`config.mk`:
```
export PLATFORM = sky130hd
export DESIGN_NAME = uncompressed_png_stream_encoder
export DESIGN_NICKNAME = d
export VERILOG_FILES = /design/src/hdl/upng_pkg.sv /design/src/hdl/uncompressed_png_stream_encoder.sv /design/src/hdl/upng_queue.sv /design/src/hdl/upng_front.sv /design/src/hdl/upng_back.sv
export SDC_FILE = /design/constraint.sdc
export NUM_CORES = 2
export LEC_CHECK = 0
export ABC_CLOCK_PERIOD_IN_PS = 24300
export BUFFER_PORTS_ARGS = -buffer_cell sky130_fd_sc_hd__buf_4
export CAP_MARGIN = 20
export CORE_MARGIN = 2
export CORE_UTILIZATION = 55
export DETAILED_ROUTE_END_ITERATION = 8
export PLACE_DENSITY = 0.71
export SETUP_SLACK_MARGIN = 0.4
export SYNTH_ARGS = -nofsm -noshare
export SYNTH_HDL_FRONTEND = slang
export SYNTH_SLANG_ARGS = --single-unit
```
`constraint.sdc`:
```
create_clock -name clock -period 24.3 [get_ports clock]
set_clock_uncertainty 0.05 [all_clocks]
set_input_delay 4.86 -clock clock [delete_from_list [all_inputs] [get_ports clock]]
set_output_delay 4.86 -clock clock [all_outputs]
set_load 0.03 [all_outputs]
```
`src/hdl/upng_pkg.sv`:
```
// ----------------------------------------------------------------------------
// Uncompressed PNG encoder package
// Shared types, codes, constants and the CRC-32 helper functions.
// ----------------------------------------------------------------------------
package upng_pkg;

   localparam int QUEUE_DEPTH = 4;

   localparam int WIDTH_BITS  = 15;
   localparam int HEIGHT_BITS = 16;
   localparam int CSR_DATA_BITS  = 16;
   localparam int CSR_INDEX_BITS = 1;

   localparam logic OP_START = 1'b0;
   localparam logic OP_PIXEL = 1'b1;

   localparam logic [CSR_INDEX_BITS-1:0] REG_IMAGE_WIDTH  = 1'b0;
   localparam logic [CSR_INDEX_BITS-1:0] REG_IMAGE_HEIGHT = 1'b1;

   localparam logic [16:0] ADLER_MOD = 17'd65521;

   typedef struct packed {
      logic       operation;
      logic [7:0] red;
      logic [7:0] green;
      logic [7:0] blue;
   } req_type;

   typedef struct packed {
      logic [7:0] out_byte;
      logic       last_of_run;
      logic       image_done;
   } rsp_type;

   typedef struct packed {
      logic                   is_start;
      logic                   row_start;
      logic                   final_row;
      logic                   trailer;
      logic [WIDTH_BITS-1:0]  width;
      logic [HEIGHT_BITS-1:0] height;
      logic [7:0]             red;
      logic [7:0]             green;
      logic [7:0]             blue;
   } cmd_type;

   function automatic logic [31:0] crc_nibble(input logic [3:0] idx);
      logic [31:0] v;
      case (idx)
         4'h0: v = 32'h00000000;
         4'h1: v = 32'h1db71064;
         4'h2: v = 32'h3b6e20c8;
         4'h3: v = 32'h26d930ac;
         4'h4: v = 32'h76dc4190;
         4'h5: v = 32'h6b6b51f4;
         4'h6: v = 32'h4db26158;
         4'h7: v = 32'h5005713c;
         4'h8: v = 32'hedb88320;
         4'h9: v = 32'hf00f9344;
         4'ha: v = 32'hd6d6a3e8;
         4'hb: v = 32'hcb61b38c;
         4'hc: v = 32'h9b64c2b0;
         4'hd: v = 32'h86d3d2d4;
         4'he: v = 32'ha00ae278;
         4'hf: v = 32'hbdbdf21c;
         default: v = 32'h00000000;
      endcase
      return v;
   endfunction

   function automatic logic [31:0] crc_byte(input logic [31:0] crc, input logic [7:0] b);
      logic [31:0] c;
      c = crc;
      c = crc_nibble(c[3:0] ^ b[3:0]) ^ (c >> 4);
      c = crc_nibble(c[3:0] ^ b[7:4]) ^ (c >> 4);
      return c;
   endfunction

endpackage

```
`src/hdl/uncompressed_png_stream_encoder.sv`:
```
// ----------------------------------------------------------------------------
// Uncompressed PNG stream encoder
// Turns start and RGB pixel transfers into the bytes of a stored-deflate PNG.
// ----------------------------------------------------------------------------
// An item's first byte passes the command queue, the byte engine's command
// register and the output register. Throughput: one output byte a cycle unless
// rsp_ready stalls it; a pixel gives 3 bytes, 9 at a row start and 20 more on
// the last pixel; a start gives 43. Reset is synchronous; it clears the image
// state, queue and output register, and sets both image dimensions to one.
module uncompressed_png_stream_encoder #(
   parameter int QueueDepth = upng_pkg::QUEUE_DEPTH
) (
   input  logic                                 clock,
   input  logic                                 reset,
   input  logic                                 req_valid,
   output logic                                 req_ready,
   input  upng_pkg::req_type                    req_payload,
   output logic                                 rsp_valid,
   input  logic                                 rsp_ready,
   output upng_pkg::rsp_type                    rsp_payload,
   input  logic                                 csr_write_enable,
   input  logic [upng_pkg::CSR_INDEX_BITS-1:0]  csr_index,
   input  logic [upng_pkg::CSR_DATA_BITS-1:0]   csr_data
);

   logic [upng_pkg::WIDTH_BITS-1:0]  image_width_ff;
   logic [upng_pkg::HEIGHT_BITS-1:0] image_height_ff;

   logic              queue_full, push, pop, pop_valid;
   upng_pkg::cmd_type push_cmd, pop_cmd;

   always_ff @(posedge clock) begin
      if (reset) begin
         image_width_ff  <= upng_pkg::WIDTH_BITS'(1);
         image_height_ff <= upng_pkg::HEIGHT_BITS'(1);
      end else if (csr_write_enable) begin
         case (csr_index)
            upng_pkg::REG_IMAGE_WIDTH:  image_width_ff  <= csr_data[upng_pkg::WIDTH_BITS-1:0];
            upng_pkg::REG_IMAGE_HEIGHT: image_height_ff <= csr_data;
            default: ;
         endcase
      end
   end

   upng_front u_front (
      .clock        (clock),
      .reset        (reset),
      .req_valid    (req_valid),
      .req_ready    (req_ready),
      .req_payload  (req_payload),
      .image_width  (image_width_ff),
      .image_height (image_height_ff),
      .queue_full   (queue_full),
      .push         (push),
      .push_cmd     (push_cmd)
   );

   upng_queue #(
      .Depth (QueueDepth)
   ) u_queue (
      .clock     (clock),
      .reset     (reset),
      .push      (push),
      .push_cmd  (push_cmd),
      .full      (queue_full),
      .pop       (pop),
      .pop_valid (pop_valid),
      .pop_cmd   (pop_cmd)
   );

   upng_back u_back (
      .clock       (clock),
      .reset       (reset),
      .cmd_valid   (pop_valid),
      .cmd         (pop_cmd),
      .cmd_pop     (pop),
      .rsp_valid   (rsp_valid),
      .rsp_ready   (rsp_ready),
      .rsp_payload (rsp_payload)
   );

endmodule

```
`src/hdl/upng_queue.sv`:
```
// ----------------------------------------------------------------------------
// Command queue
// Small first-in first-out store between the classifier and the byte engine.
// ----------------------------------------------------------------------------
module upng_queue #(
   parameter int Depth = upng_pkg::QUEUE_DEPTH
) (
   input  logic              clock,
   input  logic              reset,
   input  logic              push,
   input  upng_pkg::cmd_type push_cmd,
   output logic              full,
   input  logic              pop,
   output logic              pop_valid,
   output upng_pkg::cmd_type pop_cmd
);

   localparam int PtrBits   = (Depth > 1) ? $clog2(Depth) : 1;
   localparam int CountBits = $clog2(Depth + 1);

   upng_pkg::cmd_type mem [Depth];

   logic [PtrBits-1:0]   wr_ptr_ff, wr_ptr_in;
   logic [PtrBits-1:0]   rd_ptr_ff, rd_ptr_in;
   logic [CountBits-1:0] count_ff, count_in;
   logic                 do_push, do_pop;

   assign full      = (count_ff == CountBits'(Depth));
   assign pop_valid = (count_ff != '0);
   assign pop_cmd   = mem[rd_ptr_ff];
   assign do_push   = push && !full;
   assign do_pop    = pop && pop_valid;

   always_comb begin
      wr_ptr_in = wr_ptr_ff;
      rd_ptr_in = rd_ptr_ff;
      count_in  = count_ff;
      if (do_push) begin
         wr_ptr_in = (wr_ptr_ff == PtrBits'(Depth - 1)) ? '0 : wr_ptr_ff + 1'b1;
      end
      if (do_pop) begin
         rd_ptr_in = (rd_ptr_ff == PtrBits'(Depth - 1)) ? '0 : rd_ptr_ff + 1'b1;
      end
      if (do_push && !do_pop) begin
         count_in = count_ff + 1'b1;
      end else if (do_pop && !do_push) begin
         count_in = count_ff - 1'b1;
      end
   end

   always_ff @(posedge clock) begin
      if (reset) begin
         wr_ptr_ff <= '0;
         rd_ptr_ff <= '0;
         count_ff  <= '0;
      end else begin
         wr_ptr_ff <= wr_ptr_in;
         rd_ptr_ff <= rd_ptr_in;
         count_ff  <= count_in;
      end
   end

   always_ff @(posedge clock) begin
      if (do_push) begin
         mem[wr_ptr_ff] <= push_cmd;
      end
   end

   a_count_bound: assert property (@(posedge clock) disable iff (reset)
      count_ff <= CountBits'(Depth))
      else $error("Queue fill count exceeds its depth.");

   a_no_push_when_full: assert property (@(posedge clock) disable iff (reset)
      full |-> !push)
      else $error("Command pushed into a full queue.");

endmodule

```
`src/hdl/upng_front.sv`:
```
// ----------------------------------------------------------------------------
// Item classifier
// Accepts input transfers, tracks column, row and image state, and queues
// one command for each item that produces output bytes.
// ----------------------------------------------------------------------------
module upng_front (
   input  logic                                clock,
   input  logic                                reset,
   input  logic                                req_valid,
   output logic                                req_ready,
   input  upng_pkg::req_type                   req_payload,
   input  logic [upng_pkg::WIDTH_BITS-1:0]     image_width,
   input  logic [upng_pkg::HEIGHT_BITS-1:0]    image_height,
   input  logic                                queue_full,
   output logic                                push,
   output upng_pkg::cmd_type                   push_cmd
);

   logic [upng_pkg::WIDTH_BITS-1:0]  column_ff, column_in;
   logic [upng_pkg::HEIGHT_BITS-1:0] row_ff, row_in;
   logic                             active_ff, active_in;
   logic [upng_pkg::WIDTH_BITS-1:0]  column_next;
   logic [upng_pkg::HEIGHT_BITS-1:0] row_next;
   logic                             accept, is_start, row_end;

   assign req_ready   = !queue_full;
   assign accept      = req_valid && req_ready;
   assign is_start    = (req_payload.operation == upng_pkg::OP_START);
   assign column_next = column_ff + 1'b1;
   assign row_next    = row_ff + 1'b1;
   assign row_end     = (column_next == image_width);
   assign push        = accept && (is_start || active_ff);

   always_comb begin
      push_cmd.is_start  = is_start;
      push_cmd.row_start = (column_ff == '0);
      push_cmd.final_row = (row_next == image_height);
      push_cmd.trailer   = row_end && (row_next == image_height);
      push_cmd.width     = image_width;
      push_cmd.height    = image_height;
      push_cmd.red       = req_payload.red;
      push_cmd.green     = req_payload.green;
      push_cmd.blue      = req_payload.blue;
   end

   always_comb begin
      column_in = column_ff;
      row_in    = row_ff;
      active_in = active_ff;
      if (accept) begin
         if (is_start) begin
            column_in = '0;
            row_in    = '0;
            active_in = 1'b1;
         end else if (active_ff) begin
            if (row_end) begin
               column_in = '0;
               row_in    = row_next;
               if (row_next == image_height) begin
                  active_in = 1'b0;
               end
            end else begin
               column_in = column_next;
            end
         end
      end
   end

   always_ff @(posedge clock) begin
      if (reset) begin
         column_ff <= '0;
         row_ff    <= '0;
         active_ff <= 1'b0;
      end else begin
         column_ff <= column_in;
         row_ff    <= row_in;
         active_ff <= active_in;
      end
   end

   a_trailer_ends_image: assert property (@(posedge clock) disable iff (reset)
      (push && !push_cmd.is_start && push_cmd.trailer) |=> !active_ff)
      else $error("Image still active after its closing pixel.");

endmodule

```
`src/hdl/upng_back.sv`:
```
// ----------------------------------------------------------------------------
// Byte engine
// Expands each queued command into its bytes, one a cycle unless rsp_ready
// stalls, keeps running CRC-32 and Adler-32 sums and registers each output byte.
// ----------------------------------------------------------------------------
module upng_back (
   input  logic              clock,
   input  logic              reset,
   input  logic              cmd_valid,
   input  upng_pkg::cmd_type cmd,
   output logic              cmd_pop,
   output logic              rsp_valid,
   input  logic              rsp_ready,
   output upng_pkg::rsp_type rsp_payload
);

   localparam logic [5:0] STEP_FIRST      = 6'd0;
   localparam logic [5:0] STEP_PIXEL_RED  = 6'd6;
   localparam logic [5:0] STEP_PIXEL_LAST = 6'd8;
   localparam logic [5:0] STEP_TRAIL_LAST = 6'd28;
   localparam logic [5:0] STEP_START_LAST = 6'd42;

   upng_pkg::cmd_type cmd_ff;
   upng_pkg::rsp_type rsp_ff;
   logic              busy_ff;
   logic              rsp_valid_ff;
   logic [5:0]        step_ff;
   logic [31:0]       crc_ff, crc_in;
   logic [15:0]       adler_low_ff, adler_high_ff;
   logic [31:0]       idat_len_ff;

   logic [5:0]  end_step, first_step;
   logic        out_free, advance, done_cmd;
   logic [7:0]  byte_val;
   logic [31:0] crc_out;
   logic [16:0] bpl;
   logic [16:0] row_len;
   logic        crc_restart, crc_hold, adler_data;
   logic [16:0] low_sum, high_sum;
   logic [15:0] low_new, high_new;
   logic [31:0] len_product;

   assign out_free   = !rsp_valid_ff || rsp_ready;
   assign advance    = busy_ff && out_free;
   assign end_step   = cmd_ff.is_start ? STEP_START_LAST :
                       (cmd_ff.trailer ? STEP_TRAIL_LAST : STEP_PIXEL_LAST);
   assign done_cmd   = advance && (step_ff == end_step);
   assign cmd_pop    = cmd_valid && (!busy_ff || done_cmd);
   assign first_step = (cmd.is_start || cmd.row_start) ? STEP_FIRST : STEP_PIXEL_RED;
   assign crc_out    = ~crc_ff;
   assign bpl        = {2'b00, cmd_ff.width} + {1'b0, cmd_ff.width, 1'b0} + 17'd1;
   assign row_len    = bpl + 17'd5;
   assign len_product = {16'd0, cmd_ff.height} * {15'd0, row_len};

   always_comb begin
      byte_val    = 8'h00;
      crc_restart = 1'b0;
      crc_hold    = 1'b0;
      adler_data  = 1'b0;
      if (cmd_ff.is_start) begin
         case (step_ff)
            6'd0:  byte_val = 8'h89;
            6'd1:  byte_val = 8'h50;
            6'd2:  byte_val = 8'h4e;
            6'd3:  byte_val = 8'h47;
            6'd4:  byte_val = 8'h0d;
            6'd5:  byte_val = 8'h0a;
            6'd6:  byte_val = 8'h1a;
            6'd7:  byte_val = 8'h0a;
            6'd11: byte_val = 8'h0d;
            6'd12: begin
               byte_val    = 8'h49;
               crc_restart = 1'b1;
            end
            6'd13: byte_val = 8'h48;
            6'd14: byte_val = 8'h44;
            6'd15: byte_val = 8'h52;
            6'd18: byte_val = {1'b0, cmd_ff.width[14:8]};
            6'd19: byte_val = cmd_ff.width[7:0];
            6'd22: byte_val = cmd_ff.height[15:8];
            6'd23: byte_val = cmd_ff.height[7:0];
            6'd24: byte_val = 8'h08;
            6'd25: byte_val = 8'h02;
            6'd29: begin
               byte_val = crc_out[31:24];
               crc_hold = 1'b1;
            end
            6'd30: begin
               byte_val = crc_out[23:16];
               crc_hold = 1'b1;
            end
            6'd31: begin
               byte_val = crc_out[15:8];
               crc_hold = 1'b1;
            end
            6'd32: begin
               byte_val = crc_out[7:0];
               crc_hold = 1'b1;
            end
            6'd33: byte_val = idat_len_ff[31:24];
            6'd34: byte_val = idat_len_ff[23:16];
            6'd35: byte_val = idat_len_ff[15:8];
            6'd36: byte_val = idat_len_ff[7:0];
            6'd37: begin
               byte_val    = 8'h49;
               crc_restart = 1'b1;
            end
            6'd38: byte_val = 8'h44;
            6'd39: byte_val = 8'h41;
            6'd40: byte_val = 8'h54;
            6'd41: byte_val = 8'h78;
            6'd42: byte_val = 8'h01;
            default: byte_val = 8'h00;
         endcase
      end else begin
         case (step_ff)
            6'd0:  byte_val = {7'd0, cmd_ff.final_row};
            6'd1:  byte_val = bpl[7:0];
            6'd2:  byte_val = bpl[15:8];
            6'd3:  byte_val = ~bpl[7:0];
            6'd4:  byte_val = ~bpl[15:8];
            6'd5:  adler_data = 1'b1;
            6'd6: begin
               byte_val   = cmd_ff.red;
               adler_data = 1'b1;
            end
            6'd7: begin
               byte_val   = cmd_ff.green;
               adler_data = 1'b1;
            end
            6'd8: begin
               byte_val   = cmd_ff.blue;
               adler_data = 1'b1;
            end
            6'd9:  byte_val = adler_high_ff[15:8];
            6'd10: byte_val = adler_high_ff[7:0];
            6'd11: byte_val = adler_low_ff[15:8];
            6'd12: byte_val = adler_low_ff[7:0];
            6'd13: begin
               byte_val = crc_out[31:24];
               crc_hold = 1'b1;
            end
            6'd14: begin
               byte_val = crc_out[23:16];
               crc_hold = 1'b1;
            end
            6'd15: begin
               byte_val = crc_out[15:8];
               crc_hold = 1'b1;
            end
            6'd16: begin
               byte_val = crc_out[7:0];
               crc_hold = 1'b1;
            end
            6'd21: begin
               byte_val    = 8'h49;
               crc_restart = 1'b1;
            end
            6'd22: byte_val = 8'h45;
            6'd23: byte_val = 8'h4e;
            6'd24: byte_val = 8'h44;
            6'd25: begin
               byte_val = crc_out[31:24];
               crc_hold = 1'b1;
            end
            6'd26: begin
               byte_val = crc_out[23:16];
               crc_hold = 1'b1;
            end
            6'd27: begin
               byte_val = crc_out[15:8];
               crc_hold = 1'b1;
            end
            6'd28: begin
               byte_val = crc_out[7:0];
               crc_hold = 1'b1;
            end
            default: byte_val = 8'h00;
         endcase
      end
   end

   always_comb begin
      if (crc_hold) begin
         crc_in = crc_ff;
      end else begin
         crc_in = upng_pkg::crc_byte(crc_restart ? 32'hffffffff : crc_ff, byte_val);
      end
   end

   always_comb begin
      low_sum  = {1'b0, adler_low_ff} + {9'd0, byte_val};
      low_new  = (low_sum >= upng_pkg::ADLER_MOD) ? 16'(low_sum - upng_pkg::ADLER_MOD)
                                                  : low_sum[15:0];
      high_sum = {1'b0, adler_high_ff} + {1'b0, low_new};
      high_new = (high_sum >= upng_pkg::ADLER_MOD) ? 16'(high_sum - upng_pkg::ADLER_MOD)
                                                   : high_sum[15:0];
   end

   always_ff @(posedge clock) begin
      if (reset) begin
         busy_ff       <= 1'b0;
         step_ff       <= STEP_FIRST;
         rsp_valid_ff  <= 1'b0;
         crc_ff        <= 32'hffffffff;
         adler_low_ff  <= 16'd1;
         adler_high_ff <= 16'd0;
      end else begin
         if (cmd_pop) begin
            busy_ff <= 1'b1;
            step_ff <= first_step;
         end else if (done_cmd) begin
            busy_ff <= 1'b0;
         end else if (advance) begin
            step_ff <= step_ff + 1'b1;
         end
         if (advance) begin
            rsp_valid_ff <= 1'b1;
            crc_ff       <= crc_in;
            if (cmd_ff.is_start) begin
               adler_low_ff  <= 16'd1;
               adler_high_ff <= 16'd0;
            end else if (adler_data) begin
               adler_low_ff  <= low_new;
               adler_high_ff <= high_new;
            end
         end else if (rsp_ready) begin
            rsp_valid_ff <= 1'b0;
         end
      end
   end

   always_ff @(posedge clock) begin
      if (cmd_pop) begin
         cmd_ff <= cmd;
      end
      idat_len_ff <= len_product + 32'd6;
      if (advance) begin
         rsp_ff.out_byte    <= byte_val;
         rsp_ff.last_of_run <= (step_ff == end_step);
         rsp_ff.image_done  <= !cmd_ff.is_start && (step_ff == STEP_TRAIL_LAST);
      end
   end

   assign rsp_valid   = rsp_valid_ff;
   assign rsp_payload = rsp_ff;

   a_done_is_last: assert property (@(posedge clock) disable iff (reset)
      (rsp_valid_ff && rsp_ff.image_done) |-> rsp_ff.last_of_run)
      else $error("Image end flagged on a byte that does not close its item.");

   a_step_bound: assert property (@(posedge clock) disable iff (reset)
      busy_ff |-> (step_ff <= end_step))
      else $error("Byte step ran past the end of its command.");

   a_crc_frozen: assert property (@(posedge clock) disable iff (reset)
      (advance && crc_hold) |=> $stable(crc_ff))
      else $error("CRC changed while its value was being sent.");

endmodule
```
==> impl_metrics.yaml <==
floorplanning:
  dieArea_um2: 63000
  die_h_um: 251
  die_w_um: 251
  ios: 59
  core-area_um2: 60400
  floorplan.initialDensity_pct: 55.6
  num_rows: 90
critical_path:
  r2r-start: "u_back.cmd_ff[40]$_DFFE_PP_"
  crit_family: "compound AO/OA/AOI/OAI gates"
  cp.arrival_ns: 12.01
  startpoint_type: "flip-flop"
  crit_fanout: 25
  max_stage_delay_ns: 0.76
  slowest_stage: "ha_1"
  path_buf_inv: 3
  cp-startpoint: "u_back.cmd_ff[40]$_DFFE_PP_"
  path_common_cell: "a21o_1"
  cp.required_ns: 24.81
  critical_path_class: "flip-flop to flip-flop"
  worstSetupEndpointType: "flip-flop"
drt:
  viasPerCell: 6.13
  top_layer: "met4"
  drt_iter0_drc: 2453
  vias: 25016
  first_pass_iters: 6
  drt-total-wl_um: 89600
  met1_length_um: 38500
  routedWlPerCell_um: 22.0
  postRouteAntennaNets: 0
  drc: 0
  wl_met3_um: 6780
  dr_wl_met2_um: 41300
timing:
  slew_viol_final: 0
  worst_pin_slew_ns: 1.07
  rsz0062_at_grt: "no"
  maxSlewHeadroom_pct: 28.1
  fmax_mhz: 86.9
  setup_viol: 0
  timing.final.crit_share_pct: 47.3
  fin_crit_ns: 11.50
  hold_viol_final: 0
  setup-tns-final_ns: 0
yosys:
  syn_area_um2: 33500
  synth_top_flop_cell: "edfxtp_1"
  synthDistinctLibCells: 106
  synth_fp_nets: 3689
  synth_top_cell_area_share_pct: 27.2
  ys_ff_latch: 480
  async_reset_ff_share_pct: 0
  synth-edff-count: 304
  synth-warning-count: 0
  ys_seq_area_share_pct: 37.7
  synth.avg_cell_area_um2: 10.3
  synth.largest_area_cell: "edfxtp_1"
  synth.area.top_cells: "edfxtp_1, fa_1, dfxtp_1"
  synthCells: 3270
clock_tree:
  post-cts-setup-buffer-count: 0
  cts_tree: "yes"
  clkLatencyLatePin_ns: 0.62
  numClockSinks: 480
  path_clk_slew_ns: 0.07
  ctsResizeCount: 0
  htreeDepth: 2
  ctsHoldBuffers: 0
  clockBufferDepth: 3
  root_buffer: "clkbuf_16"
  numCtsBuffers: 50
finish:
  final_common_cell: "nand2_1"
  drive_above_1_share_pct: 9.31
  multi_input_area_um2: 19100
  num-fill-cells: 4858
  seq_area_um2: 12700
  nets: 3673
  mostFrequentLayoutCells: "nand2_1, edfxtp_1, inv_1"
  n_antenna_cell: 0
  area_growth_syn_to_layout_pct: 8.54
place:
  gp_congestion: 1.03
  port_buffers: 58
  dp_hpwl_um: 64700
global_routing:
  grt_max_degree: 79
  grt.total_usage_pct: 28.5
  grt-ovfl-total: 0
  grt_pass1_wl_um: 141000
  first_global_vias: 24845
  antenna_found_initial: 1
min_path:
  hold_path_startpoint: "u_front.row_ff[15]$_SDFFE_PP0P_"
  hold_class: "flip-flop to flip-flop"
run:
  cap_violations: 0
outcome:
  outcome: "complete, no violations"
-- cell usage after synthesis, types with 21 or more instances --
cell type,instances
clkbuf_1,127
inv_1,301
o21ai_0,85
o211ai_1,48
mux4_2,59
nand3_1,112
and2_1,135
nor2_1,169
dfxtp_1,176
xnor2_1,126
nor2b_1,34
ha_1,159
fa_1,213
buf_2,21
nand2_1,390
nand4_1,27
and3_1,34
xor2_1,69
nand2b_1,21
a21oi_1,135
edfxtp_1,304
a21o_1,31
nor3_1,61
or3_1,23
-- final timing paths --
kind / end / slack, ns / cells after the start
min reg2reg: u_front.row_ff[15]$_SDFFE_PP0P_ / 0.41 / 2
max: u_back.adler_high_ff[10]$_SDFFE_PP0P_ / 12.80 / 35
max reg2reg: u_back.adler_high_ff[10]$_SDFFE_PP0P_ / 12.80 / 35
min: u_front.row_ff[15]$_SDFFE_PP0P_ / 0.41 / 2
-- per-stage QoR --
| stage | util [%] | instance area (um2) | instances | setup slack (ns) | hold WS [ns] |
|---|---|---|---|---|---|
| 2_1_floorplan | - | 33500 | 3270 | 14.67 | 0.394 |
| 3_3_place_gp | 57.4 | 34700 | 3982 | 13.36 | 0.403 |
| 3_5_place_dp | 57.4 | 34700 | 3983 | 13.12 | 0.409 |
| 4_1_cts | 60.3 | 36400 | 4077 | 13.06 | 0.417 |
| 5_1_grt | 60.3 | 36400 | 4078 | 12.07 | 0.458 |
| 6_report | 60.3 | 36400 | 4078 | 12.80 | 0.413 |
-- worst min-delay path, stage by stage (launching register included) --
cell     delay (ns)
dfxtp_1        0.31
nand2_1        0.05
a21oi_1        0.05
-- cells by family after synthesis --
group           count (synthesis)  synth area share [%]
fa+ha+maj                     372                  18.6
flops                         480                  37.7
buf+inv                       479                  5.57
simple gates                 1099                  16.1
mux                            81                  4.63
xor+xnor                      206                  5.80
compound gates                553                  11.5
-- metal layers --
layer	GRT usage [%]	vias to the layer above
met5	0	-
met4	9.74	0
met3	4.18	182
met2	45.7	982
met1	40.0	12445
li1	-	11407
-- cell type report --
class	instances	area share (%)
flip-flops and latches	480	34.8
multi-input cells	2311	52.4
repair buffers	109	2.30
clock inverters	19	0.722
clock buffers	75	3.99
inverters	302	3.11
well taps	782	2.69
-- registers in the layout, indices dropped and copies added (netlist names), named ones only --
| signal | count |
|---|---|
| image_width_ff | 15 |
| u_queue.mem | 236 |
| image_height_ff | 16 |
| u_queue.count_ff | 3 |
| u_back.adler_high_ff | 16 |
| u_back.idat_len_ff | 32 |
| u_back.busy_ff | 1 |
| u_front.column_ff | 15 |
| u_back.adler_low_ff | 16 |
| u_back.crc_ff | 32 |
| u_back.step_ff | 6 |
| u_queue.wr_ptr_ff | 2 |
| u_back.rsp_valid | 1 |
| u_back.rsp_payload | 10 |
| u_queue.rd_ptr_ff | 2 |
| u_back.cmd_ff | 58 |
| u_front.row_ff | 16 |
| u_front.active_ff | 1 |
Power is left out: the tool's default activity adds up to more than one toggle a clock period on the data nets, which glitch-free logic cannot reach.
